<file path="src/design/dmg_pkg.sv">
// Shared types, constants and command/status structs of the maze generator.
package dmg_pkg;

  localparam int COL_BITS   = 5;
  localparam int ROW_BITS   = 5;
  localparam int MAX_COLUMNS = 1 << COL_BITS;
  localparam int MAX_ROWS    = 1 << ROW_BITS;
  localparam int CELL_BITS  = COL_BITS + ROW_BITS;
  localparam int CELL_COUNT = MAX_COLUMNS * MAX_ROWS;
  localparam int DEPTH_BITS = CELL_BITS + 1;
  localparam int SIZE_BITS  = ((COL_BITS > ROW_BITS) ? COL_BITS : ROW_BITS) + 1;

  localparam int TW_N     = 312;
  localparam int TW_M     = 156;
  localparam int TW_ABITS = $clog2(TW_N);

  localparam logic [63:0] TW_MATRIX = 64'hB502_6F5A_A966_19E9;
  localparam logic [63:0] TW_UPPER  = 64'hFFFF_FFFF_8000_0000;
  localparam logic [63:0] TW_LOWER  = 64'h0000_0000_7FFF_FFFF;
  localparam logic [63:0] GOLDEN    = 64'h9E37_79B9_7F4A_7C15;
  localparam logic [63:0] SEED_MULT = 64'd6364136223846793005;

  localparam logic [3:0] WALLS_ALL = 4'hF;

  localparam logic [1:0] CFG_WIDTH  = 2'd0;
  localparam logic [1:0] CFG_HEIGHT = 2'd1;
  localparam logic [1:0] CFG_SEED   = 2'd2;

  localparam logic REQ_GENERATE = 1'b0;
  localparam logic REQ_READ     = 1'b1;

  typedef enum logic [1:0] {
    DIR_NORTH = 2'd0,
    DIR_SOUTH = 2'd1,
    DIR_WEST  = 2'd2,
    DIR_EAST  = 2'd3
  } dir_e;

  typedef enum logic [3:0] {
    OP_NONE,
    OP_CLEAR,
    OP_GEN_ACC,
    OP_START,
    OP_PROBE,
    OP_CUT_C_RD,
    OP_CUT_C_WR,
    OP_CUT_D_RD,
    OP_CUT_D_WR,
    OP_POP,
    OP_POP_LOAD,
    OP_FINISH,
    OP_RD_ISSUE,
    OP_RD_CAP
  } dp_op_e;

  typedef struct packed {
    dp_op_e op;
  } dp_cmd_t;

  typedef struct packed {
    logic clr_last;
    logic probe_done;
    logic has_cand;
    logic last_pop;
  } dp_sts_t;

  typedef struct packed {
    logic seed;
    logic draw;
  } tw_cmd_t;

  typedef struct packed {
    logic       busy;
    logic [1:0] index;
  } tw_sts_t;

endpackage

</file>
<file path="src/design/dmg_ctrl.sv">
// Controller state machine that sequences clearing, seeding, the walk and cell reads.
module dmg_ctrl (
  input  logic             clk_i,
  input  logic             rst_ni,
  input  logic             in_valid_i,
  input  logic             req_type_i,
  input  logic             out_ready_i,
  input  dmg_pkg::dp_sts_t dp_sts_i,
  input  dmg_pkg::tw_sts_t tw_sts_i,
  output logic             in_ready_o,
  output logic             out_valid_o,
  output dmg_pkg::dp_cmd_t dp_cmd_o,
  output dmg_pkg::tw_cmd_t tw_cmd_o
);
  import dmg_pkg::*;

  typedef enum logic [16:0] {
    S_CLEAR     = 17'h00001,
    S_IDLE      = 17'h00002,
    S_SEED_WAIT = 17'h00004,
    S_START     = 17'h00008,
    S_PROBE     = 17'h00010,
    S_DECIDE    = 17'h00020,
    S_DRAW      = 17'h00040,
    S_DRAW_WAIT = 17'h00080,
    S_CUT_C_RD  = 17'h00100,
    S_CUT_C_WR  = 17'h00200,
    S_CUT_D_RD  = 17'h00400,
    S_CUT_D_WR  = 17'h00800,
    S_POP       = 17'h01000,
    S_POP_WAIT  = 17'h02000,
    S_RD_WAIT   = 17'h04000,
    S_RESP      = 17'h08000,
    S_SPARE     = 17'h10000
  } ctrl_state_e;

  ctrl_state_e st_q, st_d;
  logic        gen_q, gen_d;

  always_comb begin
    st_d          = st_q;
    gen_d         = gen_q;
    dp_cmd_o.op   = OP_NONE;
    tw_cmd_o.seed = 1'b0;
    tw_cmd_o.draw = 1'b0;
    case (st_q)
      S_CLEAR: begin
        dp_cmd_o.op = OP_CLEAR;
        if (dp_sts_i.clr_last) begin
          st_d = gen_q ? S_SEED_WAIT : S_IDLE;
        end
      end
      S_IDLE: begin
        if (in_valid_i) begin
          if (req_type_i == REQ_GENERATE) begin
            dp_cmd_o.op   = OP_GEN_ACC;
            tw_cmd_o.seed = 1'b1;
            gen_d         = 1'b1;
            st_d          = S_CLEAR;
          end else begin
            dp_cmd_o.op = OP_RD_ISSUE;
            st_d        = S_RD_WAIT;
          end
        end
      end
      S_SEED_WAIT: begin
        if (!tw_sts_i.busy) begin
          st_d = S_START;
        end
      end
      S_START: begin
        dp_cmd_o.op = OP_START;
        st_d        = S_PROBE;
      end
      S_PROBE: begin
        dp_cmd_o.op = OP_PROBE;
        if (dp_sts_i.probe_done) begin
          st_d = S_DECIDE;
        end
      end
      S_DECIDE: begin
        st_d = dp_sts_i.has_cand ? S_DRAW : S_POP;
      end
      S_DRAW: begin
        tw_cmd_o.draw = 1'b1;
        st_d          = S_DRAW_WAIT;
      end
      S_DRAW_WAIT: begin
        if (!tw_sts_i.busy) begin
          st_d = S_CUT_C_RD;
        end
      end
      S_CUT_C_RD: begin
        dp_cmd_o.op = OP_CUT_C_RD;
        st_d        = S_CUT_C_WR;
      end
      S_CUT_C_WR: begin
        dp_cmd_o.op = OP_CUT_C_WR;
        st_d        = S_CUT_D_RD;
      end
      S_CUT_D_RD: begin
        dp_cmd_o.op = OP_CUT_D_RD;
        st_d        = S_CUT_D_WR;
      end
      S_CUT_D_WR: begin
        dp_cmd_o.op = OP_CUT_D_WR;
        st_d        = S_PROBE;
      end
      S_POP: begin
        if (dp_sts_i.last_pop) begin
          dp_cmd_o.op = OP_FINISH;
          gen_d       = 1'b0;
          st_d        = S_RESP;
        end else begin
          dp_cmd_o.op = OP_POP;
          st_d        = S_POP_WAIT;
        end
      end
      S_POP_WAIT: begin
        dp_cmd_o.op = OP_POP_LOAD;
        st_d        = S_PROBE;
      end
      S_RD_WAIT: begin
        dp_cmd_o.op = OP_RD_CAP;
        st_d        = S_RESP;
      end
      S_RESP: begin
        if (out_ready_i) begin
          st_d = S_IDLE;
        end
      end
      default: st_d = S_IDLE;
    endcase
  end

  always_ff @(posedge clk_i or negedge rst_ni) begin
    if (!rst_ni) begin
      st_q  <= S_CLEAR;
      gen_q <= 1'b0;
    end else begin
      st_q  <= st_d;
      gen_q <= gen_d;
    end
  end

  assign in_ready_o  = (st_q == S_IDLE);
  assign out_valid_o = (st_q == S_RESP);

endmodule

</file>
<file path="config.mk">
export PLATFORM = sky130hd
export DESIGN_NAME = dmg_ctrl
export DESIGN_NICKNAME = d
export VERILOG_FILES = /design/src/design/dmg_pkg.sv /design/src/design/dmg_ctrl.sv
export SDC_FILE = /design/constraint.sdc
export NUM_CORES = 1
export LEC_CHECK = 0
export BUFFER_PORTS_ARGS = -buffer_cell sky130_fd_sc_hd__buf_2
export CAP_MARGIN = 20
export CORE_ASPECT_RATIO = 0.75
export CORE_UTILIZATION = 35
export DETAILED_ROUTE_END_ITERATION = 16
export GPL_ROUTABILITY_DRIVEN = 0
export PLACE_DENSITY_LB_ADDON = 0.05
export SYNTH_ARGS = -nofsm -noshare
export SYNTH_HDL_FRONTEND = slang
export SYNTH_SLANG_ARGS = --single-unit
export TNS_END_PERCENT = 20
</file>
<file path="constraint.sdc">
create_clock -name clk_i -period 1.8 [get_ports clk_i]
set_clock_uncertainty 0.1 [all_clocks]
set_input_delay 0.27 -clock clk_i [delete_from_list [all_inputs] [get_ports clk_i]]
set_output_delay 0.27 -clock clk_i [all_outputs]
set_load 0.05 [all_outputs]
</file>
==> flow_summary.yaml, run 1 <==
logic_synthesis:
  ys_async_sr_fraction_pct: 100
  ys.flop_type: "dfrtp_1"
  synth_top_area_share_pct: 32.4
  netlist_instances: 134
  synth_cell_types: 37
  synth_warnings: 0
  avgSynthCellArea_um2: 9.22
  syn_area_um2: 1230
  syn-num-nets: 146
  yosys.area.top_type: "dfrtp_1"
  synth_edf_count: 0
  ys_ff_latch: 17
  synth_area_leaders: "dfrtp_1, nor4b_1, nand2_1, nand4_1, nor4_1"
  yosysSeqAreaShare_pct: 34.5
worst_hold_path:
  hold_path_class: "primary input to register"
power:
  p_sw_mw: 1.06
  powerDensity_nw_per_um2: 1180
  peakVddDrop_v: 0.000662
  p_total_mw: 2.51
  intPower_mw: 1.44
  comb_power_share_pct: 69.0
  p_leak_nw: 0.991
  p_clk_share_pct: 11.9
  seqPwrFrac_pct: 19.1
  swShare_pct: 42.5
routing:
  wl_per_cell_um: 17.5
  drt-initial-drc-count: 102
  drc: 0
  ant_nets: 0
  first_pass_iters: 4
  routed_via_density: 5.69
  wl_mm: 4.45
  vias: 1446
status:
  violations: "setup timing"
  status: "finished, violations left"
sta:
  period_share_pct: 136
  slew_headroom_pct: 69.2
  min_period_ns: 2.45
  rsz0062_at_grt: "true"
  fin_ws_ns: -0.648
  drv_slew: 0
  finalSetupViolCount: 21
  tightest_slew_ns: 0.458
  max_freq_ghz: 0.408
  hold_violations: 0
  timing.hold.ws_ns: 0.0784
layout:
  fillCellCount: 291
  design_area_um2: 2120
  fin_nets: 227
  syn_to_final_growth_pct: 71.5
  antenna_cells: 0
  multi_input_area_um2: 900
  layout_commonest_cell: "buf_4"
  drive_above_1_share_pct: 57.5
  seqCellArea_um2: 429
  final_util_pct: 63.6
  final_cell_mix: "buf_4, dfrtp_1, buf_6, nand2_1, buf_2"
placed_design:
  port_buffers: 17
  place_ws_ns: -0.522
  placed_area_um2: 1730
  post-dp-hpwl_mm: 3.05
global_routing:
  grt_overflow: 0
  grt_max_degree: 18
  grt_usage_pct: 24.4
  grt_pass1_vias: 1337
  grt_pass1_wl_mm: 6.75
  antenna_found_initial: 0
worst_setup_path:
  path_max_fanout: 4
  endpoint: "dp_cmd_o[1]"
  critPathLaunch: "st_q[5]$_DFFE_PN0P_"
  ff2ff_path_depth: 8
  critical_path_arrival_ns: 2.08
  r2r-end: "st_q[1]$_DFFE_PN0P_"
  r2r-start: "st_q[0]$_DFFE_PN1P_"
  worst-r2r-setup-slack_ns: -0.43
  critPathKind: "register to output port"
  end_kind: "output port"
  cp.required_ns: 1.43
  start_kind: "register"
floorplan:
  core_um2: 3330
  initial_core_util_pct: 37.0
  dieWidth_um: 70.6
  die_area_um2: 3770
  ioPinCount: 20
  die_h_um: 53.4
  rows: 18
cts:
  cts_max_path_buffers: 2
  cts_tree: "yes"
  h-tree-depth: 1
  cts_buffers: 3
  clkLatencyLatePin_ns: 0.26
  cts-root-buf: "clkbuf_8"
  clk_pin_slew_ns: 0.07
  clock-sinks: 17
run:
  cap_violations: 0
per-layer routing:
layer | track usage, % | up-vias | wire, um
li1 | - | 664 | -
met1 | 31.7 | 714 | 2030
met2 | 40.3 | 54 | 2080
met3 | 6.10 | 14 | 243
met4 | 7.33 | 0 | 92
met5 | 0 | - | 0
per-stage QoR:
stage | instances | setup TNS [ns]
floorplan | 134 | -4.11
global placement | 236 | -4.49
detailed placement | 236 | -4.63
CTS | 251 | -5.72
global route | 254 | -8.72
finish | 254 | -6.79
worst min-delay path by stage:
stage	depth (start not counted)	from	slack, ns	endpoint
finish	2	dp_sts_i[0]	0.08	st_q[13]$_DFFE_PN0P_
global route	2	dp_sts_i[0]	0.08	st_q[13]$_DFFE_PN0P_
CTS	2	dp_sts_i[3]	0.07	st_q[0]$_DFFE_PN1P_
detailed placement	1	rst_ni	0.13	st_q[6]$_DFFE_PN0P_
global placement	1	rst_ni	0.11	st_q[6]$_DFFE_PN0P_
floorplan	0	rst_ni	-0.13	gen_q$_DFFE_PN0P_
what timing repair did:
action                                  in CTS  in global routing
buffers inserted                            10                  3
endpoints found under the setup margin      20                 22
resized for setup                           42                 14
hold buffers                                 1                  0
pin swaps                                   13                  7
endpoints found under the hold margin       16                  0
sequential cells by signal (all words and copies together) (netlist names):
| register | count |
|---|---|
| gen_q | 1 |
| st_q | 16 |
area by class of cell:
type | instances | share of cell area (%)
Inverter | 6 | 1.42
Timing Repair Buffer | 83 | 31.4
Multi-Input combinational cell | 104 | 42.5
Sequential cell | 17 | 20.3
Tap cell | 40 | 2.36
Clock buffer | 4 | 2.13
worst max-delay path, cell delays in order, from the launching register on:
cell and delay, ns:
dfrtp_1 0.41, nor4_4 0.27, buf_4 0.18, nand4_1 0.13
buf_4 0.18, clkinvlp_4 0.06, nand3b_1 0.14, clkinvlp_4 0.13
nor2_4 0.04, o2111ai_4 0.08, buf_6 0.18
kinds of logic after synthesis:
group                     share of synthesized area, %
DFF                                               34.5
buffers and inverters                             7.29
muxes                                             1.22
and+or+nand+nor                                   44.0
AOI/OAI and AO/OA                                 9.42
xor gates and xnor gates                          3.55
cells in the mapped netlist (4+ instances only):
| master | count |
|---|---|
| and3_1 | 5 |
| buf_6 | 4 |
| dfrtp_1 | 16 |
| inv_1 | 6 |
| nand2_1 | 15 |
| nand2b_1 | 4 |
| nand4_1 | 9 |
| nor2_1 | 10 |
| nor4_1 | 8 |
| nor4b_1 | 8 |
| o21ai_0 | 5 |
power groups by stage:
stage	Clock, mW	Sequential, mW	Combinational [mW]
after detailed placement	0	0.477	1.30
after CTS	0.304	0.472	1.57
after global routing	0.317	0.480	1.83
after floorplan	0	0.474	0.717
after global placement	0	0.475	1.29
final	0.299	0.478	1.73
Power figures use the tool's default switching activity.
==> run 2, diff against run 1 <==
--- a/config.mk
+++ b/config.mk
@@ -8,7 +8,9 @@
 export BUFFER_PORTS_ARGS = -buffer_cell sky130_fd_sc_hd__buf_2
 export CAP_MARGIN = 20
 export CORE_ASPECT_RATIO = 0.75
-export CORE_UTILIZATION = 35
+export CORE_MARGIN = 2
+export CORE_UTILIZATION = 40
+export CTS_CLUSTER_DIAMETER = 50
 export DETAILED_ROUTE_END_ITERATION = 16
 export GPL_ROUTABILITY_DRIVEN = 0
 export PLACE_DENSITY_LB_ADDON = 0.05
==> flow_summary.yaml, run 2 (synthesis results as in run 1) <==
sta:
  finalSetupViolCount: 21
  fin_ws_ns: -0.644
  rsz0062_at_grt: "true"
  finalSetupTns_ns: -6.50
  hold_violations: 0
  period_share_pct: 136
  drv_slew: 0
  min_period_ns: 2.44
  tightest_slew_ns: 0.462
  max_freq_ghz: 0.409
  timing.hold.ws_ns: 0.0710
  slew_headroom_pct: 68.9
layout:
  final_util_pct: 71.0
  drive_above_1_share_pct: 58.1
  final_cell_mix: "buf_4, dfrtp_1, buf_6, nand2_1, buf_2"
  fin_nets: 228
  largest_register_ffs: 16
  syn_to_final_growth_pct: 68.8
  max_flop_register: "st_q"
  antenna_cells: 0
  reg.largest.list: "st_q: 16 flops, gen_q: 1 flops"
  design_area_um2: 2080
  final_cells: 253
  layout_commonest_cell: "buf_4"
cts:
  clock-sinks: 17
  cts-root-buf: "clkbuf_8"
  cts_buffers: 3
  cts_max_path_buffers: 2
  clk_pin_slew_ns: 0.07
  clkLatencyLatePin_ns: 0.26
  h-tree-depth: 1
  cts_tree: "yes"
routing:
  first_pass_iters: 4
  wl_per_cell_um: 16.5
  wl_mm: 4.17
  ant_nets: 0
  drc: 0
  routed_via_density: 5.52
  drt-initial-drc-count: 103
  vias: 1397
floorplan:
  core_um2: 2940
  dieWidth_um: 68.2
  ioPinCount: 20
  die_area_um2: 3550
  rows: 17
  die_h_um: 52.1
  initial_core_util_pct: 42.1
global_routing:
  grt_pass1_vias: 1344
  grt_overflow: 0
  grt_max_degree: 18
  antenna_found_initial: 0
  grt_pass1_wl_mm: 6.53
  grt_usage_pct: 25.6
worst_setup_path:
  cp.required_ns: 1.43
  start_kind: "register"
  end_kind: "output port"
  worst-r2r-setup-slack_ns: -0.51
  critical_path_arrival_ns: 2.07
  path_max_fanout: 3
  critPathKind: "register to output port"
power:
  comb_power_share_pct: 69.3
  seqPwrFrac_pct: 18.7
  p_total_mw: 2.46
  p_leak_nw: 0.995
  p_clk_share_pct: 12.0
  peakVddDrop_v: 0.000926
  p_sw_mw: 1.02
  intPower_mw: 1.44
  powerDensity_nw_per_um2: 1180
  swShare_pct: 41.5
worst_hold_path:
  hold_path_class: "primary input to register"
placed_design:
  dp.cells: 233
  placed_area_um2: 1720
  port_buffers: 17
  place_ws_ns: -0.472
  post-dp-hpwl_mm: 2.85
status:
  violations: "setup timing"
  status: "finished, violations left"
run:
  cap_violations: 0
==> run 2: cell types whose count changed in the layout (fill, tap and decap cells not counted), sizes merged <==
cell / previous run / this run
clkbuf: 4 / 5
==> run 2: what timing repair did <==
action | 4_1_cts | 5_1_grt
setup endpoints to repair | 18 | 24
resized for setup | 30 | 20
buffers inserted | 9 | 6
hold buffers | 1 | 0
endpoints found under the hold margin | 16 | 0
pin swaps | 16 | 14
==> run 2: worst max-delay path: stages, from the launching register on <==
cell	delay [ns]
dfrtp_1	0.41
nor4_4	0.41
nand4_1	0.16
buf_4	0.17
clkinvlp_4	0.07
nand3b_1	0.14
clkinvlp_4	0.14
nor2_4	0.05
o2111ai_4	0.09
buf_6	0.18
==> run 2: final timing paths <==
check	from	end	cells past startpoint
min reg2reg	gen_q$_DFFE_PN0P_	gen_q$_DFFE_PN0P_	2
max	st_q[5]$_DFFE_PN0P_	dp_cmd_o[1]	9
max reg2reg	st_q[3]$_DFFE_PN0P_	st_q[2]$_DFFE_PN0P_	9
min in group asynchronous	rst_ni	st_q[6]$_DFFE_PN0P_	2
max in group asynchronous	rst_ni	st_q[0]$_DFFE_PN1P_	2
min	dp_sts_i[3]	st_q[0]$_DFFE_PN1P_	2
==> run 2: routing by layer <==
metal  vias to the layer above  track usage (%)  wire length, um
met5                         -                0                0
met4                         0             6.67               41
met3                         4             5.41              300
li1                        672                -                -
met1                       668             36.4             1910
met2                        53             39.0             1920
==> run 2: layout make-up <==
class	instances	area (um2)
Inverter	6	30.0
Tap cell	38	47.5
Sequential cell	17	429
Timing Repair Buffer	84	657
Multi-Input combinational cell	104	876
Fill cell	216	851
Clock buffer	4	45.0
==> run 2: power groups by stage <==
stage | Sequential, mW | Clock [mW] | Combinational (mW)
3_3_place_gp | 0.464 | 0 | 1.28
5_1_grt | 0.465 | 0.323 | 1.80
6_report | 0.460 | 0.295 | 1.71
3_5_place_dp | 0.464 | 0 | 1.29
2_1_floorplan | 0.474 | 0 | 0.717
4_1_cts | 0.457 | 0.301 | 1.48
==> run 3, diff against run 2 <==
--- a/config.mk
+++ b/config.mk
@@ -6,8 +6,7 @@
 export NUM_CORES = 1
 export LEC_CHECK = 0
 export BUFFER_PORTS_ARGS = -buffer_cell sky130_fd_sc_hd__buf_2
-export CAP_MARGIN = 20
-export CORE_ASPECT_RATIO = 0.75
+export CAP_MARGIN = 5
 export CORE_MARGIN = 2
 export CORE_UTILIZATION = 40
 export CTS_CLUSTER_DIAMETER = 50
==> constraint.sdc (replaced) <==
create_clock -name clk_i -period 2.82 [get_ports clk_i]
set_clock_uncertainty 0.1 [all_clocks]
set_input_delay 0.423 -clock clk_i [delete_from_list [all_inputs] [get_ports clk_i]]
set_output_delay 0.423 -clock clk_i [all_outputs]
set_load 0.05 [all_outputs]
==> flow_summary.yaml, run 3 (synthesis results as in run 1) <==
sta:
  rsz0062_at_grt: "false"
  timing.hold.ws_ns: 0.180
  period_share_pct: 96.7
  min_period_ns: 2.73
  drv_slew: 0
  finalSetupViolCount: 0
  tightest_slew_ns: 0.493
  max_freq_ghz: 0.367
  finalSetupTns_ns: 0
  hold_violations: 0
  fin_ws_ns: 0.0928
  slew_headroom_pct: 66.7
floorplan:
  initial_core_util_pct: 41.1
  die_area_um2: 3550
  dieWidth_um: 59.6
  rows: 20
  die_h_um: 59.6
  core_um2: 3000
  ioPinCount: 20
worst_setup_path:
  worst-r2r-setup-slack_ns: 0.60
  cp_num_buf_inv: 4
  critical_path_arrival_ns: 2.20
  crit_cells: 9
  worstPathCellList: "nor4_4, nand4_1, buf_4, clkinvlp_4, nand3b_1, inv_1, nor2_1, o2111ai_2, buf_4"
  cp.required_ns: 2.30
  crit_top_cell: "buf_4"
  ff2ff_path_depth: 6
  critPathKind: "register to output port"
  end_kind: "output port"
  path_max_fanout: 5
  crit_slowest_cell: "dfrtp_1"
  max_stage_delay_ns: 0.48
  critical-path-top-delay-family: "simple AND/OR/NAND/NOR gates"
  start_kind: "register"
status:
  status: "complete, no violations"
routing:
  wl_per_cell_um: 16.6
  routed_via_density: 5.92
  wl_mm: 3.20
  drt-initial-drc-count: 40
  ant_nets: 0
  drc: 0
  first_pass_iters: 4
  vias: 1142
power:
  p_clk_share_pct: 12.5
  p_sw_mw: 0.501
  p_leak_nw: 0.692
  comb_power_share_pct: 58.0
  seqPwrFrac_pct: 29.5
  p_total_mw: 1.06
  swShare_pct: 47.1
  powerDensity_nw_per_um2: 736
  intPower_mw: 0.564
  peakVddDrop_v: 0.000589
placed_design:
  place_ws_ns: 0.279
  port_buffers: 17
  dp.cells: 187
  placed_area_um2: 1380
  post-dp-hpwl_mm: 2.42
cts:
  h-tree-depth: 1
  cts_tree: "yes"
  cts_buffers: 3
  clock-sinks: 17
  clk_pin_slew_ns: 0.11
  cts_max_path_buffers: 2
  cts-root-buf: "clkbuf_4"
  clkLatencyLatePin_ns: 0.29
layout:
  drive_above_1_share_pct: 30.0
  syn_to_final_growth_pct: 17.1
  final_util_pct: 48.2
  fin_nets: 173
  max_flop_register: "st_q"
  fillCellCount: 295
  final_cells: 193
  final_cell_mix: "nand2_1, buf_2, dfrtp_1, buf_4, nor2_1"
  antenna_cells: 0
  design_area_um2: 1450
  reg.largest.list: "st_q: 16 flops, gen_q: 1 flops"
  largest_register_ffs: 16
global_routing:
  antenna_found_initial: 0
  grt_max_degree: 18
  grt_overflow: 0
  grt_pass1_wl_mm: 5.12
  grt_usage_pct: 19.7
  grt_pass1_vias: 1073
run:
  cap_violations: 0
worst_hold_path:
  hold_depth: 2
  hold_path_class: "primary input to register"
-- run 3: repair_timing --
item | 4_1_cts | 5_1_grt
gates resized for setup | 1 | 8
hold buffers | 1 | 0
buffers inserted | 0 | 1
hold endpoints to repair | 16 | 0
pin swaps | 0 | 2
setup endpoints to repair | 2 | 4
-- run 3: routing by layer --
metal	up-vias	share of wire, %	track usage, %
met5	-	0	0
met4	0	1.2	5.71
met3	4	3.7	5.02
met2	25	48	31.2
met1	550	48	26.5
li1	563	-	-
-- run 3: final timing paths --
| check | to | startpoint |
|---|---|---|
| max | dp_cmd_o[1] | st_q[7]$_DFFE_PN0P_ |
| max reg2reg | st_q[1]$_DFFE_PN0P_ | st_q[1]$_DFFE_PN0P_ |
| min | st_q[13]$_DFFE_PN0P_ | dp_sts_i[0] |
| max in group asynchronous | st_q[0]$_DFFE_PN1P_ | rst_ni |
| min in group asynchronous | st_q[9]$_DFFE_PN0P_ | rst_ni |
| min reg2reg | gen_q$_DFFE_PN0P_ | gen_q$_DFFE_PN0P_ |
-- run 3: area by class of cell --
class / count / area (um2) / share of cell area (%)
clock buffer: 4 / 26.3 / 1.82
inverter: 6 / 26.3 / 1.82
multi-input combinational: 104 / 739 / 51.1
sequential: 17 / 430 / 29.8
tap: 33 / 41.3 / 2.85
timing repair buffer: 29 / 183 / 12.6
-- run 3: power groups by stage --
stage	sequential, mW	combinational [mW]	clock [mW]
2_1_floorplan	0.302	0.443	0
3_3_place_gp	0.314	0.595	0
3_5_place_dp	0.314	0.599	0
4_1_cts	0.311	0.607	0.138
6_report	0.314	0.618	0.133
5_1_grt	0.320	0.675	0.150
